File: src/rtl/core/b64d_pkg.sv
package b64d_pkg;

    localparam logic [7:0] PAD_CHAR    = 8'h3d;
    localparam logic [5:0] SEXTET_MASK = 6'h3f;

    // Result queue depth. Four entries cover one full group plus one word in flight.
    localparam int FIFO_DEPTH = 4;
    localparam int FIFO_AW    = $clog2(FIFO_DEPTH);
    localparam int FIFO_CW    = $clog2(FIFO_DEPTH + 1);

    typedef enum logic [1:0] {
        ERR_NONE       = 2'd0,
        ERR_BAD_CHAR   = 2'd1,
        ERR_LENGTH     = 2'd2,
        ERR_PAD_SECOND = 2'd3
    } t_err;

    typedef struct packed {
        logic [7:0] char_code;
        logic       last_char;
    } t_in_word;

    typedef struct packed {
        logic [7:0] data_byte;
        t_err       error_kind;
        logic       string_end;
    } t_result;

    typedef struct packed {
        logic       ok;
        logic [5:0] value;
    } t_sextet;

    // Maps one character to its 6-bit value; characters outside the alphabet map to zero.
    function automatic t_sextet sextet_of(input logic [7:0] c);
        t_sextet    s;
        logic [7:0] d;
        s = '0;
        d = 8'h00;
        if (c >= 8'h41 && c <= 8'h5a) begin
            d = c - 8'h41;
            s.ok = 1'b1;
        end else if (c >= 8'h61 && c <= 8'h7a) begin
            d = c - 8'h61 + 8'd26;
            s.ok = 1'b1;
        end else if (c >= 8'h30 && c <= 8'h39) begin
            d = c - 8'h30 + 8'd52;
            s.ok = 1'b1;
        end else if (c == 8'h2b) begin
            d = 8'd62;
            s.ok = 1'b1;
        end else if (c == 8'h2f) begin
            d = 8'd63;
            s.ok = 1'b1;
        end
        s.value = d[5:0] & SEXTET_MASK;
        return s;
    endfunction

endpackage

File: src/rtl/core/base64_stream_decoder.sv
// Streaming base64 decoder for the standard alphabet with '=' padding.
// Input channel: one character word per handshake (i_valid / o_ready), with
// i_last_char set on the final character of a string. Output channel: one
// result word per handshake (o_valid / i_ready) carrying a decoded byte, an
// error code and a flag on the final result of the string.
// Each accepted character lands in an input register. From there it is
// decoded against the group state and its results, zero to three words, are
// written into a four-entry result queue in one go. A result word is thus
// registered in the input register and then in the queue on its way to the
// output. One character is taken per cycle while the queue has room for the
// results of the held one. A character waits in the input register while
// the queue lacks room for all of its results, so a group's fourth character
// needs the queue at most one entry full.
// A stalled receiver fills the queue and then holds the input register, at
// which point o_ready drops; nothing is lost or repeated.
// Reset clears the group position, the discard flag, the input register and
// the queue; held characters need no reset as each is written before use.
module base64_stream_decoder (
    input  logic       i_clk,
    input  logic       i_rst_n,
    input  logic       i_valid,
    output logic       o_ready,
    input  logic [7:0] i_char_code,
    input  logic       i_last_char,
    output logic       o_valid,
    input  logic       i_ready,
    output logic [7:0] o_data_byte,
    output logic [1:0] o_error_kind,
    output logic       o_string_end
);
    import b64d_pkg::*;

    logic                 r_in_valid;
    t_in_word             r_in_word;
    logic [1:0]           dec_num;
    t_result [2:0]        dec_lanes;
    logic [FIFO_CW-1:0]   fifo_free;
    logic                 advance;
    t_result              head;

    // The held character moves on when every one of its results fits the queue.
    assign advance = r_in_valid && (fifo_free >= FIFO_CW'(dec_num));
    assign o_ready = !r_in_valid || advance;

    always_ff @(posedge i_clk) begin
        if (!i_rst_n) begin
            r_in_valid <= 1'b0;
        end else if (o_ready) begin
            r_in_valid <= i_valid;
        end
    end

    always_ff @(posedge i_clk) begin
        if (o_ready && i_valid) begin
            r_in_word.char_code <= i_char_code;
            r_in_word.last_char <= i_last_char;
        end
    end

    b64d_decode u_decode (
        .i_clk     (i_clk),
        .i_rst_n   (i_rst_n),
        .i_advance (advance),
        .i_word    (r_in_word),
        .o_num     (dec_num),
        .o_lanes   (dec_lanes)
    );

    b64d_out_fifo u_out_fifo (
        .i_clk   (i_clk),
        .i_rst_n (i_rst_n),
        .i_push  (advance),
        .i_num   (dec_num),
        .i_lanes (dec_lanes),
        .o_free  (fifo_free),
        .o_valid (o_valid),
        .i_ready (i_ready),
        .o_head  (head)
    );

    assign o_data_byte  = head.data_byte;
    assign o_error_kind = head.error_kind;
    assign o_string_end = head.string_end;

endmodule

File: src/rtl/core/b64d_decode.sv
module b64d_decode (
    input  logic                       i_clk,
    input  logic                       i_rst_n,
    input  logic                       i_advance,
    input  b64d_pkg::t_in_word         i_word,
    output logic [1:0]                 o_num,
    output b64d_pkg::t_result [2:0]    o_lanes
);
    import b64d_pkg::*;

    logic [1:0] r_pos;
    logic [1:0] n_pos;
    logic       r_disc;
    logic       n_disc;
    logic [7:0] r_held [3];
    logic       held_we;

    t_sextet    s0, s1, s2, s3;
    logic       pad_held;
    logic       is_pad;
    logic       err_en;
    t_err       err_code;
    logic       err_last;

    always_comb begin
        s0     = sextet_of(r_held[0]);
        s1     = sextet_of(r_held[1]);
        s2     = sextet_of(r_held[2]);
        s3     = sextet_of(i_word.char_code);
        is_pad = (i_word.char_code == PAD_CHAR);

        pad_held = 1'b0;
        if (r_pos == 2'd2) begin
            pad_held = (r_held[1] == PAD_CHAR);
        end else if (r_pos == 2'd3) begin
            pad_held = (r_held[1] == PAD_CHAR) || (r_held[2] == PAD_CHAR);
        end

        n_pos    = r_pos;
        n_disc   = r_disc;
        held_we  = 1'b0;
        err_en   = 1'b0;
        err_code = ERR_NONE;
        err_last = 1'b0;
        o_num    = 2'd0;
        o_lanes  = '0;

        if (r_disc) begin
            if (i_word.last_char) begin
                n_disc = 1'b0;
                n_pos  = 2'd0;
            end
        end else if (i_word.last_char && r_pos != 2'd3) begin
            err_en   = 1'b1;
            err_code = ERR_LENGTH;
            err_last = 1'b1;
        end else if (r_pos != 2'd3) begin
            if ((is_pad && r_pos == 2'd0) || (!is_pad && !s3.ok && !pad_held)) begin
                err_en   = 1'b1;
                err_code = ERR_BAD_CHAR;
            end else begin
                held_we = 1'b1;
                n_pos   = r_pos + 2'd1;
            end
        end else if (!i_word.last_char) begin
            if (pad_held || is_pad || !s3.ok) begin
                err_en   = 1'b1;
                err_code = ERR_BAD_CHAR;
            end
        end else if (r_held[1] == PAD_CHAR) begin
            err_en   = 1'b1;
            err_code = ERR_PAD_SECOND;
            err_last = 1'b1;
        end else if (r_held[2] != PAD_CHAR && !is_pad && !s3.ok) begin
            err_en   = 1'b1;
            err_code = ERR_BAD_CHAR;
            err_last = 1'b1;
        end

        if (err_en) begin
            o_num                 = 2'd1;
            o_lanes[0].error_kind = err_code;
            o_lanes[0].string_end = 1'b1;
            n_disc                = !err_last;
            n_pos                 = 2'd0;
        end else if (!r_disc && r_pos == 2'd3) begin
            // A complete group: three bytes, fewer when the last group is padded.
            n_pos                = 2'd0;
            o_lanes[0].data_byte = {s0.value, s1.value[5:4]};
            o_lanes[1].data_byte = {s1.value[3:0], s2.value[5:2]};
            o_lanes[2].data_byte = {s2.value[1:0], s3.value};
            if (i_word.last_char && r_held[2] == PAD_CHAR) begin
                o_num                 = 2'd1;
                o_lanes[0].string_end = 1'b1;
            end else if (i_word.last_char && is_pad) begin
                o_num                 = 2'd2;
                o_lanes[1].string_end = 1'b1;
            end else begin
                o_num                 = 2'd3;
                o_lanes[2].string_end = i_word.last_char;
            end
        end
    end

    always_ff @(posedge i_clk) begin
        if (!i_rst_n) begin
            r_pos  <= 2'd0;
            r_disc <= 1'b0;
        end else if (i_advance) begin
            r_pos  <= n_pos;
            r_disc <= n_disc;
        end
    end

    always_ff @(posedge i_clk) begin
        if (i_advance && held_we) begin
            r_held[r_pos] <= i_word.char_code;
        end
    end

endmodule

File: src/rtl/core/b64d_out_fifo.sv
module b64d_out_fifo (
    input  logic                                i_clk,
    input  logic                                i_rst_n,
    input  logic                                i_push,
    input  logic [1:0]                          i_num,
    input  b64d_pkg::t_result [2:0]             i_lanes,
    output logic [b64d_pkg::FIFO_CW-1:0]        o_free,
    output logic                                o_valid,
    input  logic                                i_ready,
    output b64d_pkg::t_result                   o_head
);
    import b64d_pkg::*;

    t_result              r_mem [FIFO_DEPTH];
    logic [FIFO_AW-1:0]   r_wr_ptr;
    logic [FIFO_AW-1:0]   r_rd_ptr;
    logic [FIFO_CW-1:0]   r_count;
    logic [FIFO_CW-1:0]   n_count;
    logic [FIFO_CW-1:0]   push_num;
    logic                 pop;

    assign o_valid  = (r_count != '0);
    assign o_head   = r_mem[r_rd_ptr];
    assign o_free   = FIFO_CW'(FIFO_DEPTH) - r_count;
    assign pop      = o_valid && i_ready;
    assign push_num = i_push ? FIFO_CW'(i_num) : '0;
    assign n_count  = r_count + push_num - FIFO_CW'(pop);

    always_ff @(posedge i_clk) begin
        if (!i_rst_n) begin
            r_wr_ptr <= '0;
            r_rd_ptr <= '0;
            r_count  <= '0;
        end else begin
            r_wr_ptr <= r_wr_ptr + push_num[FIFO_AW-1:0];
            r_rd_ptr <= r_rd_ptr + FIFO_AW'(pop);
            r_count  <= n_count;
        end
    end

    always_ff @(posedge i_clk) begin
        for (int k = 0; k < 3; k++) begin
            if (i_push && k < int'(i_num)) begin
                r_mem[r_wr_ptr + FIFO_AW'(k)] <= i_lanes[k];
            end
        end
    end

endmodule

File: config.mk
export PLATFORM = sky130hd
export DESIGN_NAME = base64_stream_decoder
export DESIGN_NICKNAME = d
export VERILOG_FILES = /design/src/rtl/core/b64d_pkg.sv /design/src/rtl/core/base64_stream_decoder.sv /design/src/rtl/core/b64d_decode.sv /design/src/rtl/core/b64d_out_fifo.sv
export SDC_FILE = /design/constraint.sdc
export NUM_CORES = 1
export LEC_CHECK = 0
export BUFFER_PORTS_ARGS = -buffer_cell sky130_fd_sc_hd__buf_2
export CORE_MARGIN = 2
export CORE_UTILIZATION = 59
export CTS_CLUSTER_DIAMETER = 100
export DETAILED_ROUTE_END_ITERATION = 8
export PLACE_DENSITY = 0.74
export SLEW_MARGIN = 20
export SYNTH_ARGS = -nofsm -noshare
export SYNTH_HDL_FRONTEND = slang
export SYNTH_SLANG_ARGS = --single-unit
export TNS_END_PERCENT = 20
File: constraint.sdc
create_clock -name i_clk -period 6.3 [get_ports i_clk]
set_clock_uncertainty 0.15 [all_clocks]
set_input_delay 0.945 -clock i_clk [delete_from_list [all_inputs] [get_ports i_clk]]
set_output_delay 0.945 -clock i_clk [all_outputs]
set_load 0.02 [all_outputs]
==> metrics.txt <==
# TYPE chip_impl_metric gauge
chip_impl_metric{name="maxSlewHeadroom",unit="%"} 32.3
chip_impl_metric{name="min_period_over_period",unit="%"} 85.4
chip_impl_info{name="critical_path.startpoint_type",value="register"} 1
chip_impl_metric{name="detailedRoute.firstIterationViolations",unit=""} 600
chip_impl_metric{name="synth_seq_cells",unit=""} 88
chip_impl_info{name="endpoint_class_of_the_critical_path",value="register"} 1
chip_impl_info{name="postSynth.topFlopCell",value="sky130_fd_sc_hd__edfxtp_1"} 1
chip_impl_metric{name="critPathMaxFanout",unit=""} 17
chip_impl_metric{name="maxCapViolCount",unit=""} 0
chip_impl_metric{name="worst_tran_pin_value",unit="ps"} 1010
chip_impl_info{name="synth_top_area_cell",value="sky130_fd_sc_hd__edfxtp_1"} 1
chip_impl_metric{name="signed_area_change_from_the_synthesized_netlist_to_the_final_layout",unit="%"} 5.16
chip_impl_metric{name="cts.sink_count",unit=""} 88
chip_impl_metric{name="max_h_tree_level",unit=""} 3
chip_impl_metric{name="drive_gt1_share",unit="%"} 13.2
chip_impl_metric{name="placed_cell_area",unit="sq um"} 6710
chip_impl_metric{name="synth_cells",unit=""} 649
chip_impl_metric{name="clkLatencyLatePin",unit="ps"} 390
chip_impl_info{name="criticalPathCategory",value="reg -> reg"} 1
chip_impl_metric{name="first_global_vias",unit=""} 5006
chip_impl_metric{name="wl_per_cell",unit="um"} 21.7
chip_impl_metric{name="report.final.slew_viol_count",unit=""} 0
chip_impl_metric{name="holdBufCountCts",unit=""} 0
chip_impl_metric{name="count_of_cell_types_in_the_netlist",unit=""} 89
chip_impl_info{name="layout_common_cells",value="69 x sky130_fd_sc_hd__edfxtp_1, 51 x sky130_fd_sc_hd__nand2_1, 43 x sky130_fd_sc_hd__ha_1, 42 x sky130_fd_sc_hd__inv_1, 37 x sky130_fd_sc_hd__nand3_1"} 1
chip_impl_metric{name="synth.cell_area",unit="sq um"} 6570
chip_impl_metric{name="groute.usage.overall",unit="%"} 30.9
chip_impl_metric{name="vias_per_cell",unit=""} 6.77
chip_impl_metric{name="gp_weighted_congestion",unit=""} 0.951
chip_impl_metric{name="dr_total_vias",unit=""} 5414
chip_impl_metric{name="num_io_pins",unit=""} 26
chip_impl_metric{name="finalHoldViolations",unit=""} 0
chip_impl_metric{name="timing.final.setup_violations",unit=""} 0
chip_impl_metric{name="antenna_cells_inserted",unit=""} 0
chip_impl_metric{name="tns",unit="ps"} 0
chip_impl_metric{name="pre_cts_slack",unit="ps"} 1060
chip_impl_metric{name="synthDominantCellAreaShare",unit="%"} 31.5
chip_impl_metric{name="cp.arrival",unit="ps"} 5260
chip_impl_info{name="top_cells_by_area_synth",value="sky130_fd_sc_hd__edfxtp_1 32%, sky130_fd_sc_hd__ha_1 8.2%, sky130_fd_sc_hd__dfxtp_1 5.8%, sky130_fd_sc_hd__mux4_2 3.8%, sky130_fd_sc_hd__o221ai_1 3.1%"} 1
chip_impl_metric{name="remaining_global_route_overflow",unit=""} 0
chip_impl_metric{name="fin_area",unit="sq um"} 6910
chip_impl_info{name="run_status",value="complete, no violations"} 1
chip_impl_metric{name="worst_setup_hold_path_clk_slew",unit="ps"} 120
chip_impl_info{name="layout.cells.most_common",value="sky130_fd_sc_hd__edfxtp_1"} 1
chip_impl_metric{name="synth_async_reset_ratio",unit="%"} 0
chip_impl_metric{name="clk_path_buf_depth",unit=""} 2
chip_impl_metric{name="fp-row-count",unit=""} 38
chip_impl_metric{name="max_freq",unit="MHz"} 186
chip_impl_metric{name="power_leakage",unit="nW"} 2.34
chip_impl_metric{name="post-cts-setup-buffers",unit=""} 0
chip_impl_metric{name="hpwlAfterDp",unit="mm"} 13.3
chip_impl_metric{name="detailed_router_iteration_count_before_antenna_repair",unit=""} 5
chip_impl_metric{name="core_area",unit="sq um"} 10800
chip_impl_metric{name="die_height",unit="um"} 110
chip_impl_metric{name="grt_max_degree",unit=""} 41
chip_impl_metric{name="cts_resized",unit=""} 0
chip_impl_metric{name="ir_worst_vdd",unit="mV"} 0.193
chip_impl_metric{name="route.final.wire_length",unit="mm"} 17.4
chip_impl_metric{name="final_nets",unit=""} 712
chip_impl_metric{name="antenna_found_initial",unit=""} 0
chip_impl_metric{name="width_of_the_die",unit="um"} 110
chip_impl_metric{name="drtAntennaViolNets",unit=""} 0
chip_impl_info{name="hp-class",value="reg -> reg"} 1
chip_impl_metric{name="finalCriticalPeriod",unit="ps"} 5380
chip_impl_info{name="ctsRootBufferMaster",value="sky130_fd_sc_hd__clkbuf_8"} 1
chip_impl_metric{name="synth.avg_cell_area",unit="sq um"} 10.1
chip_impl_metric{name="post-route-util",unit="%"} 63.7
chip_impl_metric{name="fp.dieArea",unit="sq um"} 12000
chip_impl_metric{name="synth_nets",unit=""} 706
chip_impl_metric{name="power.density_cell_area",unit="nW/um^2"} 240
chip_impl_metric{name="worst_slack",unit="ps"} 920
chip_impl_metric{name="initial_util",unit="%"} 60.6
chip_impl_metric{name="critical_path_rt",unit="ps"} 6180
chip_impl_metric{name="placedCellCount",unit=""} 784
chip_impl_metric{name="cts-buffers-inserted",unit=""} 9
chip_impl_info{name="cts_tree",value="done"} 1
chip_impl_info{name="rsz0062_at_grt",value="no"} 1
chip_impl_metric{name="buffer_ports.inserted",unit=""} 25
chip_impl_metric{name="synth_enable_flop_cells",unit=""} 69
chip_impl_metric{name="synth_warnings",unit=""} 0
chip_impl_metric{name="drcViolationCount",unit=""} 0
chip_impl_metric{name="grt_pass1_wl",unit="mm"} 28.0
chip_impl_metric{name="cell_count_final_fillers_out",unit=""} 800
chip_impl_metric{name="synth_seq_area_share",unit="%"} 37.3
## where the power goes
group          switching (mW)  internal (mW)  total [mW]
combinational           0.274          0.206       0.480
sequential             0.0889          0.697       0.786
clock                   0.236          0.156       0.392
## cell usage after synthesis, drive strengths merged, types with 7 or more instances
cell type	number
and2	12
nor4	8
xnor2	17
a211oi	11
nand2b	15
a21oi	20
nand3	41
and3	11
xor2	8
a221oi	9
nor2	34
edfxtp	69
inv	43
mux2i	14
nand4	12
o221ai	23
ha	43
a31oi	8
o21ai	17
nand2	52
clkbuf	13
a221o	7
o211ai	14
nor3	25
mux4	11
buf	20
dfxtp	19
## routing by layer
metal / track usage (%) / vias to the layer above / part of all wire [%]
li1: - / 2517 / -
met3: 5.57 / 41 / 7.4
met1: 43.1 / 2601 / 42
met2: 49.7 / 255 / 48
met4: 8.59 / 0 / 2.4
met5: 0 / - / 0
## through the flow
step,hold slack [ps],total power [mW]
after floorplan,343,1.14
after detailed placement,368,1.28
after CTS,391,1.66
after global placement,358,1.26
final,383,1.66
after global routing,413,1.75
## kinds of logic after synthesis
| family | Yosys count | share of synthesized area [%] |
|---|---|---|
| buffers and inverters | 76 | 5.16 |
| adders and majority gates | 44 | 8.50 |
| muxes | 26 | 6.08 |
| AOI/OAI and AO/OA | 153 | 19.4 |
| DFF | 88 | 37.3 |
| and+or+nand+nor | 237 | 20.2 |
| xor gates and xnor gates | 25 | 3.33 |
## path summary, 6_finish.rpt
path | end | slack, ps | from | depth (start not counted)
worst max-delay path | u_out_fifo.r_mem[2][5]$_DFFE_PP_ | 920 | r_in_word[3]$_DFFE_PP_ | 15
worst min-delay path | u_out_fifo.r_mem[0][2]$_SDFFE_PP0N_ | 380 | u_out_fifo.r_mem[0][2]$_SDFFE_PP0N_ | 2
worst max register to register | u_out_fifo.r_mem[2][5]$_DFFE_PP_ | 920 | r_in_word[3]$_DFFE_PP_ | 15
worst min register to register | u_out_fifo.r_mem[0][2]$_SDFFE_PP0N_ | 380 | u_out_fifo.r_mem[0][2]$_SDFFE_PP0N_ | 2
## final cells by class
class	instances	area, sq um
Fill cell	868	3930
Clock buffer	9	124
Timing Repair Buffer	28	148
Clock inverter	7	70.1
Sequential cell	88	2450
Inverter	43	161
Tap cell	140	175
Multi-Input combinational cell	485	3780
## critical path, stage by stage, from the launching register on
cell                       delay (ps)
sky130_fd_sc_hd__edfxtp_1         610
sky130_fd_sc_hd__inv_2            170
sky130_fd_sc_hd__ha_1             250
sky130_fd_sc_hd__a21oi_1          100
sky130_fd_sc_hd__a41oi_1          300
sky130_fd_sc_hd__a211o_1          480
sky130_fd_sc_hd__o211ai_2         190
sky130_fd_sc_hd__o211ai_4         490
sky130_fd_sc_hd__nor2b_1          220
sky130_fd_sc_hd__ha_1             130
sky130_fd_sc_hd__nand2b_1          90
sky130_fd_sc_hd__a21oi_1          130
sky130_fd_sc_hd__nor4b_2          860
sky130_fd_sc_hd__nand2b_1         220
sky130_fd_sc_hd__nand2b_1         260
sky130_fd_sc_hd__nand3_1          360
## state kept, by name (all words and copies together) (netlist names)
signal,cells
r_in_word,9
u_out_fifo.r_count,3
u_out_fifo.r_mem,44
u_decode.r_held,24
r_in_valid,1
u_decode.r_disc,1
u_out_fifo.r_wr_ptr,2
u_decode.r_pos,2
u_out_fifo.r_rd_ptr,2
(Power assumes the default switching activity.)
